### config.mk
export PLATFORM = sky130hd
export DESIGN_NAME = htwd_ctrl
export DESIGN_NICKNAME = d
export VERILOG_FILES = /design/src/hw/rtl/htwd_pkg.sv /design/src/hw/rtl/htwd_ctrl.sv
export VERILOG_INCLUDE_DIRS = /design/src /design/src/hw/rtl
export SDC_FILE = /design/constraint.sdc
export NUM_CORES = 1
export LEC_CHECK = 0
export BUFFER_PORTS_ARGS = -buffer_cell sky130_fd_sc_hd__buf_2
export CAP_MARGIN = 20
export CORE_AREA = 5 5 42 44
export DETAILED_ROUTE_END_ITERATION = 10
export DIE_AREA = 0 0 47 49
export PLACE_DENSITY_LB_ADDON = 0.15
export SETUP_SLACK_MARGIN = 0.3
export SLEW_MARGIN = 20
export SYNTH_ARGS = -nofsm -noshare
export SYNTH_HDL_FRONTEND = slang
export SYNTH_SLANG_ARGS = --single-unit
### constraint.sdc
create_clock -name clock -period 1.4 [get_ports clock]
set_input_delay 0.14 -clock clock [delete_from_list [all_inputs] [get_ports clock]]
set_output_delay 0.14 -clock clock [all_outputs]
set_load 0.05 [all_outputs]
### src/hw/rtl/huffman_tree_walk_decoder_assert.svh
// Assertion macros for the Huffman tree walk decoder.
// Define ASSERT_OFF to compile the checks out.
`ifndef HUFFMAN_TREE_WALK_DECODER_ASSERT_SVH
`define HUFFMAN_TREE_WALK_DECODER_ASSERT_SVH

`ifndef ASSERT_OFF
`define HTWD_ASSERT(lbl, clk, rst, prop, msg) \
   lbl: assert property (@(posedge clk) disable iff (rst) (prop)) else $error(msg);
`define HTWD_ASSERT_NEXT(lbl, clk, rst, ante, cons, msg) \
   lbl: assert property (@(posedge clk) disable iff (rst) (ante) |=> (cons)) else $error(msg);
`else
`define HTWD_ASSERT(lbl, clk, rst, prop, msg)
`define HTWD_ASSERT_NEXT(lbl, clk, rst, ante, cons, msg)
`endif

`endif

### src/hw/rtl/htwd_pkg.sv
// Shared types and constants of the Huffman tree walk decoder.
// No dependencies.
`timescale 1ns / 1ps
`default_nettype none

package htwd_pkg;

   localparam int IDX_W   = 9;
   localparam int SYM_W   = 8;
   localparam int BYTE_W  = 8;
   localparam int CNT_W   = 4;
   localparam int TOP_BIT = 7;

   localparam logic [1:0] MODE_LOAD    = 2'd0;
   localparam logic [1:0] MODE_DECODE  = 2'd1;
   localparam logic [1:0] MODE_RESTART = 2'd2;

   typedef struct packed {
      logic [1:0]        mode;
      logic [IDX_W-1:0]  node_index;
      logic [IDX_W-1:0]  left_child;
      logic [IDX_W-1:0]  right_child;
      logic              is_leaf;
      logic [SYM_W-1:0]  leaf_symbol;
      logic [BYTE_W-1:0] data_byte;
      logic [CNT_W-1:0]  valid_bits;
   } req_type;

   typedef struct packed {
      logic [SYM_W-1:0] symbol;
      logic             last;
   } rsp_type;

   typedef struct packed {
      logic [IDX_W-1:0] left;
      logic [IDX_W-1:0] right;
      logic             leaf;
      logic [SYM_W-1:0] sym;
   } node_type;

   localparam int NODE_W = $bits(node_type);

   typedef struct packed {
      logic load;
      logic restart;
      logic start;
      logic fetch;
      logic step;
      logic look;
      logic flush;
   } cmd_type;

   typedef struct packed {
      logic cnt_zero;
      logic step_read;
      logic nxt_leaf;
      logic pend_valid;
      logic out_free;
   } sts_type;

endpackage

`default_nettype wire

### src/hw/rtl/htwd_ctrl.sv
// Controller: sequences load, restart and decode items over the datapath.
// Depends on htwd_pkg and the assertion macro header.
`timescale 1ns / 1ps
`default_nettype none
`include "huffman_tree_walk_decoder_assert.svh"

module htwd_ctrl (
   input  logic              clock,
   input  logic              reset,
   input  logic              req_valid,
   input  logic [1:0]        req_mode,
   output logic              req_ready,
   input  htwd_pkg::sts_type sts,
   output htwd_pkg::cmd_type cmd
);
   import htwd_pkg::*;

   typedef enum logic [2:0] {
      ST_IDLE,
      ST_FETCH,
      ST_STEP,
      ST_LOOK,
      ST_FLUSH
   } state_type;

   state_type state_ff;
   state_type state_in;
   logic      ready_ff;
   logic      accept;

   assign accept = req_valid && ready_ff;

   always_comb begin
      cmd      = '0;
      state_in = state_ff;
      case (state_ff)
         ST_IDLE: begin
            if (accept) begin
               case (req_mode)
                  MODE_LOAD: begin
                     cmd.load = 1'b1;
                  end
                  MODE_DECODE: begin
                     cmd.start = 1'b1;
                     state_in  = ST_FETCH;
                  end
                  MODE_RESTART: begin
                     cmd.restart = 1'b1;
                  end
                  default: ;
               endcase
            end
         end
         ST_FETCH: begin
            cmd.fetch = 1'b1;
            state_in  = ST_STEP;
         end
         ST_STEP: begin
            if (sts.cnt_zero) begin
               state_in = ST_FLUSH;
            end else begin
               cmd.step = 1'b1;
               if (sts.step_read) begin
                  state_in = ST_LOOK;
               end
            end
         end
         ST_LOOK: begin
            // a new symbol displaces the pending one, which needs room in the output
            if (!(sts.nxt_leaf && sts.pend_valid && !sts.out_free)) begin
               cmd.look = 1'b1;
               state_in = ST_STEP;
            end
         end
         ST_FLUSH: begin
            if (!sts.pend_valid) begin
               state_in = ST_IDLE;
            end else if (sts.out_free) begin
               cmd.flush = 1'b1;
               state_in  = ST_IDLE;
            end
         end
         default: begin
            state_in = ST_IDLE;
         end
      endcase
   end

   always_ff @(posedge clock) begin
      if (reset) begin
         state_ff <= ST_IDLE;
         ready_ff <= 1'b0;
      end else begin
         state_ff <= state_in;
         ready_ff <= (state_in == ST_IDLE);
      end
   end

   assign req_ready = ready_ff;

   `HTWD_ASSERT(a_idle_none_pending, clock, reset, (state_ff == ST_IDLE) |-> !sts.pend_valid, "symbol left pending")
   `HTWD_ASSERT(a_push_has_room, clock, reset, ((cmd.look && sts.nxt_leaf && sts.pend_valid) || cmd.flush) |-> sts.out_free, "output overrun")
   `HTWD_ASSERT_NEXT(a_start_fetches, clock, reset, cmd.start, state_ff == ST_FETCH, "decode start lost")
endmodule

`default_nettype wire
Yosys cells after proc, flatten, opt, wreduce, memory -nomap -nowiden --
Index checks and enable logic that the tools add are counted.
Word-level totals: bits in registers 4, logic and storage cells 36, output and inout bits 8, input port bits 10
Operators by class: mux-type cells 21, reductions and logical operators 7, equal/unequal tests 6
Operator list (count):
- $mux 3 | 9
- $pmux 3 s5 | 1
- $mux 1 | 11
- $eq 3x2->1 const B | 2
- $logic_not 3->1 | 2
- $eq 3x1->1 const B | 1
- $eq 3x3->1 const B | 1
- $logic_and 1x1->1 | 3
- $eq 2x1->1 const B | 1
- $eq 2x2->1 const B | 1
- $logic_not 2->1 | 1
- $logic_not 1->1 | 1

Longest topological paths before layout --
Gate-level depths: netlist (run 1).
word-level depth 5, mapped depth 4, mapped depth without buffers 3

Worst setup path after synthesis (run 1) --
OpenSTA, ideal clock, no wires.
path type reg2reg, start point register state_ff[1], end point register ready_ff (netlist: req_ready), setup time 116 ps, buffers on the path 0, slack -530 ps, arrival time 1813 ps, required time 1284 ps, stages on the path, launching flop included 4, clock period less this slack 1930 ps, cells stage by stage dfxtp_1 -> nor4b_2 -> a22oi_1 -> and4_1
On the way: word-level cells in the longest chain between the ends 4, elaborated cells on any way between the ends 14, those cells by class eq/ne (4); mux (8); reduce/logical (2)
Ends and longest elaborated chain:
- from (decl) | line htwd_ctrl.sv:26 | state_type state_ff;
- from (signal assigned) | line htwd_ctrl.sv:94 | state_ff <= state_in;
- $mux 3 (on tied branches) | line htwd_ctrl.sv:78, htwd_ctrl.sv:39, htwd_ctrl.sv:63
- $mux 3 (on tied branches) | line htwd_ctrl.sv:76, htwd_ctrl.sv:38, htwd_ctrl.sv:59
- $pmux 3 s5 (*) | line htwd_ctrl.sv:36 | case (state_ff)
- $logic_not 3->1 (*) | line htwd_ctrl.sv:95 | ready_ff <= (state_in == ST_IDLE);
- to (signal assigned) | line htwd_ctrl.sv:95
- to (decl) | line htwd_ctrl.sv:28 | logic ready_ff;
Mark *: on every way between the ends. The rest lies on a longest branch, timed or not. A chain may end at the register's enable or synchronous reset.

==> results.cfg, run 1 <==
[setup_path]
r2r_cells = 5
cp-end-kind = primary output
crit_type = register to primary output
critPathLaunchType = register
worst_path_largest_cell_delay_ps = 440
crit_chain = or2_4 -> or4_4 -> clkinvlp_4 -> buf_8
crit_path_start = state_ff[1]$_SDFF_PP0_
crit_slowest_cell = or4_4
cp_data_arrival_time_ps = 1460
r2r_slack_ps = -120
reg2reg_from = state_ff[1]$_SDFF_PP0_
crit_fanout = 3
reg2reg_to = req_ready$_SDFF_PP0_
worstPathRequired_ps = 1260

[floorplan]
start_util_pct = 19.6
rows = 14
io_pins = 18
core_area_um2 = 1400
die_h_um = 49
die_area_um2 = 2300
die_width_um = 47

[timing]
maxSlewHeadroom_pct = 84.1
rsz0062_at_grt = yes
setup_violations = 8
max_freq_mhz = 624
fin_crit_sh_pct = 114
worst_pin_slew_ps = 237
setup_slack_ps = -202
drv_slew = 0
fin_skew_ps = 9.79
finalHoldViolCount = 0
fin_crit_ps = 1600

[routing]
viasPerCell = 4.38
dr.pass1.iters = 4
wl_um = 903
drc = 0
via_count = 377
ant_nets = 0
wl_per_cell_um = 10.5
first_iter_violations = 3

[synthesis]
async_reset_ff_share_pct = 0
synth_cell_type_count = 20
yosysTopAreaCell = dfxtp_1
ys.flop_type = dfxtp_1
synthDominantCellAreaShare_pct = 29.1
synthTopCellsByArea = dfxtp_1 29%, a21oi_1 7.3%, a22oi_1 5.5%, and2b_1 5.5%, nor4b_2 5.5%
ys_top_cells_by_count = 4 x a21oi_1, 4 x dfxtp_1, 3 x inv_1
synth-edff-count = 0
synth_area_per_cell_um2 = 7.86
synth_cells = 35
synth_seq_area_share_pct = 29.1
yosys_register_bits = 4
syn-cell-area_um2 = 275
yosys_warnings = 0
synth_nets = 45

[clock_network]
cts_buffers = 3
clockBufferDepth = 2
cts_tree = built
insertion_delay_ps = 240
path_clk_slew_ps = 40
cts_root_buffer = clkbuf_4
cts_sinks = 4
cts_max_level = 1

[outcome]
status = finished, violations left
violations = setup timing

[job]
drv_cap = 0

[pwr]
p_clk_share_pct = 41.5
pwr-share-seq_pct = 31.7
switchingPower_w = 0.000104
power_report.internal_total_w = 0.000274
comb_power_share_pct = 26.8
ir_drop_v = 0.000311
p_per_area_nw_per_um2 = 555
power.share.switching_pct = 27.5
p_leak_nw = 0.311

[min_path]
hold_class = input pin to register
hold_path_startpoint = reset
hold_end = state_ff[0]$_SDFF_PP0_
hold_path_depth = 2

[placement]
dpl.hpwl_um = 688
io_buffer_count = 17
numPlacedInstances = 75
gp_congestion = 0.773
placed_area_um2 = 504

[global_routing]
grt-ovfl-total = 0
antenna_found_initial = 0
grt_util_all_layers_pct = 9.72
grt_busiest_layer = met2
first_global_vias = 408
grtUsageMet1_pct = 10.5
grt_max_degree = 10
grt_pass1_wl_um = 1630
grtUsageMet3_pct = 4.80
use_met2_pct = 16.1

[layout]
drive_above_1_share_pct = 75.7
fillers = 145
finalNetCount = 81
syn2layout_area_growth_pct = 147
final_area_um2 = 681
insertedDiodeCount = 0
stdcell_count = 86
## how the worst max path moves through the flow
stage,slack (ps),endpoint,cells after the start
floorplan,-100,req_ready$_SDFF_PP0_,3
global placement,-50,cmd[4],5
CTS,-220,cmd[4],4
detailed placement,-60,cmd[4],5
finish,-200,cmd[4],4
global route,-250,cmd[4],4
## layer usage
layer | part of all wire (%) | vias up
met5 | 0 | -
met4 | 0 | 0
met3 | 7.2 | 0
met2 | 53 | 14
met1 | 40 | 168
li1 | - | 195
## state kept, by name, summed over array words and instances, names as in the netlist
name and flops:
state_ff 3, req_ready 1
## cell usage in the layout (no fill, tap or decap), types with 2 or more instances in the layout
cell,Yosys,final
buf_6,0,11
buf_2,1,10
buf_4,0,9
clkbuf_4,0,3
dfxtp_2,0,3
and2b_1,2,2
nor2b_4,0,2
nand3_1,2,2
nor3_1,2,2
inv_1,3,2
a21oi_1,4,2
buf_8,0,2
## power by group through the flow
stage          logic (W)  registers (W)  clock network [W]
6_report        0.000101       0.000120           0.000157
5_1_grt         0.000110       0.000120           0.000174
4_1_cts        0.0000990       0.000120           0.000166
3_5_place_dp   0.0000846       0.000122                  0
3_3_place_gp   0.0000839       0.000122                  0
2_1_floorplan  0.0000364       0.000131                  0
## kinds of logic after synthesis
logic type             count (synthesis)  share of synthesized area [%]
AOI/OAI and AO/OA                      6                           12.7
buffers and inverters                  4                           5.91
DFF                                    4                           29.1
and+or+nand+nor                       21                           52.3
## critical path, delay by kind of cell (launching register included)
kind	cells	cell delay, ps
and+or+nand+nor	2	700
DFF	1	310
buffers and inverters	2	220
## timing repair
item / 4_1_cts / 5_1_grt
hold buffers: 0 / 0
endpoints found under the setup margin: 9 / 9
resized for setup: 23 / 5
pin swaps: 3 / 1
buffers inserted: 6 / 1
## layout make-up
cell class / count / area, µm² / share of cell area, %
Tap cell: 16 / 20.0 / 2.94
Inverter: 3 / 15.0 / 2.21
Sequential cell: 4 / 87.6 / 12.9
Timing Repair Buffer: 32 / 272 / 39.9
Multi-Input combinational cell: 27 / 260 / 38.2
Clock buffer: 4 / 26.3 / 3.86
## through the flow
| stage | hold WS, ps | worst slack, ps | power [W] | setup TNS (ps) | util (%) |
|---|---|---|---|---|---|
| after floorplan | 202 | -102 | 0.000168 | -143 | - |
| after global placement | 350 | -50.0 | 0.000206 | -77.2 | 36.0 |
| after detailed placement | 358 | -58.5 | 0.000206 | -89.3 | 36.0 |
| after CTS | 93.2 | -217 | 0.000385 | -671 | 46.5 |
| after global routing | 99.1 | -255 | 0.000404 | -1080 | 48.6 |
| final | 100 | -202 | 0.000378 | -599 | 48.6 |
Note: power is estimated with default switching activity, not from simulation.
==> run 2: changes to the inputs <==
Settings changed: GPL_TIMING_DRIVEN set to 0, SKIP_LAST_GASP set to 1.
==> results.cfg, run 2 (synthesized netlist as in run 1, its figures left out) <==
[routing]
wl_per_cell_um = 11.3
viasPerCell = 4.51
first_iter_violations = 1
dr.pass1.iters = 2
wl_um = 878
via_count = 352
ant_nets = 0
drc = 0

[timing]
worst_pin_slew_ps = 298
rsz0062_at_grt = yes
fin_crit_ps = 1640
max_freq_mhz = 610
maxSlewHeadroom_pct = 80.1
setup_violations = 5
fin_crit_sh_pct = 117
finalHoldViolCount = 0
whs_ps = 105
drv_slew = 0
setup_slack_ps = -239
fin_skew_ps = 4.85

[clock_network]
cts_hold_buf = 0
cts_tree = built
cts_sinks = 4
clockBufferDepth = 2
cts_buffers = 3
cts_max_level = 1
cts_root_buffer = clkbuf_4
path_clk_slew_ps = 40
insertion_delay_ps = 240

[setup_path]
r2r_slack_ps = -60
reg2reg_from = state_ff[1]$_SDFF_PP0_
worstPathRequired_ps = 1260
crit_type = register to primary output
r2r_cells = 4
reg2reg_to = req_ready$_SDFF_PP0_
worst_path_largest_cell_delay_ps = 440
crit_slowest_cell = or4_4
critPathLaunchType = register
cp_data_arrival_time_ps = 1500
cp-end-kind = primary output
crit_chain = or2_4 -> or4_4 -> clkinvlp_4 -> buf_8
crit_fanout = 3

[floorplan]
start_util_pct = 19.6
rows = 14
core_area_um2 = 1400
die_area_um2 = 2300
io_pins = 18
die_width_um = 47
die_h_um = 49

[placement]
io_buffer_count = 17
dpl_worst_slack_ps = -152
gp_congestion = 0.634
dpl.hpwl_um = 601

[min_path]
hold_path_depth = 2
hold_end = state_ff[0]$_SDFF_PP0_
hold_path_startpoint = reset
hold_class = input pin to register

[pwr]
total_power_w = 0.000366
p_per_area_nw_per_um2 = 595
ir_drop_v = 0.000231
p_leak_nw = 0.251

[outcome]
status = finished, violations left
violations = setup timing

[layout]
largest_reg_flops = 3
seq_area_um2 = 92.6
drive_above_1_share_pct = 69.4
finalNetCount = 73
multi_input_area_um2 = 254
layout_common_cells = 10 x buf_2, 6 x buf_6, 4 x buf_8, 4 x buf_4
top_register = state_ff
final_common_cell = buf_2
syn2layout_area_growth_pct = 124
fin_util_pct = 43.9
insertedDiodeCount = 0
fillers = 159

[global_routing]
grt_pass1_wl_um = 1390
grt-ovfl-total = 0
antenna_found_initial = 0
first_global_vias = 342
grt_max_degree = 11
grt_util_all_layers_pct = 8.53

[job]
drv_cap = 0
==> run 2: cell types whose count changed in the layout (fill, tap and decap cells not counted), sizes merged <==
cell / previous run / this run
buf: 32 / 24
==> run 2: layout make-up <==
| cell class | count | area share [%] |
|---|---|---|
| multi-input combinational | 27 | 41.3 |
| timing repair buffer | 23 | 31.9 |
| sequential | 4 | 15.0 |
| clock buffer | 4 | 4.27 |
| tap | 16 | 3.25 |
| inverter | 3 | 2.44 |
| buffer | 1 | 1.83 |
==> run 2: through the flow <==
| stage | cells | instance area, µm² | setup TNS, ps |
|---|---|---|---|
| finish | 78 | 616 | -607 |
| CTS | 76 | 586 | -667 |
| floorplan | 35 | 344 | -143 |
| global route | 78 | 616 | -909 |
| detailed placement | 68 | 449 | -215 |
| global placement | 68 | 449 | -236 |
==> run 2: worst max-delay path: cells and delay by family (launching register included) <==
| kind | cells | cell delay (ps) |
|---|---|---|
| flops | 1 | 330 |
| simple gates | 2 | 700 |
| buf+inv | 2 | 220 |
==> run 2: what timing repair did <==
action                                  in CTS  in global routing
cloned                                       0                  0
endpoints found under the setup margin       9                  9
setup buffers                                4                  2
pin swaps                                    2                  3
endpoints found under the hold margin        0                  0
gates resized for setup                     24                  4
==> run 2: routing by layer <==
| metal | vias up | routed length [µm] | GRT usage, % |
|---|---|---|---|
| met5 | - | 0 | 0 |
| met4 | 0 | 9 | 5.53 |
| met3 | 2 | 59 | 4.80 |
| met2 | 9 | 443 | 11.8 |
| met1 | 164 | 366 | 9.69 |
| li1 | 177 | - | - |
==> run 2: worst max path at each step <==
stage                                start              endpoint  slack (ps)  cells after the start
finish              state_ff[1]$_SDFF_PP0_                cmd[4]        -240                      4
global route        state_ff[1]$_SDFF_PP0_                cmd[4]        -280                      4
CTS                 state_ff[1]$_SDFF_PP0_                cmd[4]        -250                      4
detailed placement  state_ff[1]$_SDFF_PP0_                cmd[4]        -150                      4
global placement    state_ff[1]$_SDFF_PP0_                cmd[4]        -160                      4
floorplan           state_ff[2]$_SDFF_PP0_  req_ready$_SDFF_PP0_        -100                      3
==> run 2: power breakdown <==
part | switching (W) | internal, W
sequential | 0.00000184 | 0.000115
combinational | 0.0000499 | 0.0000393
clock | 0.0000534 | 0.000107
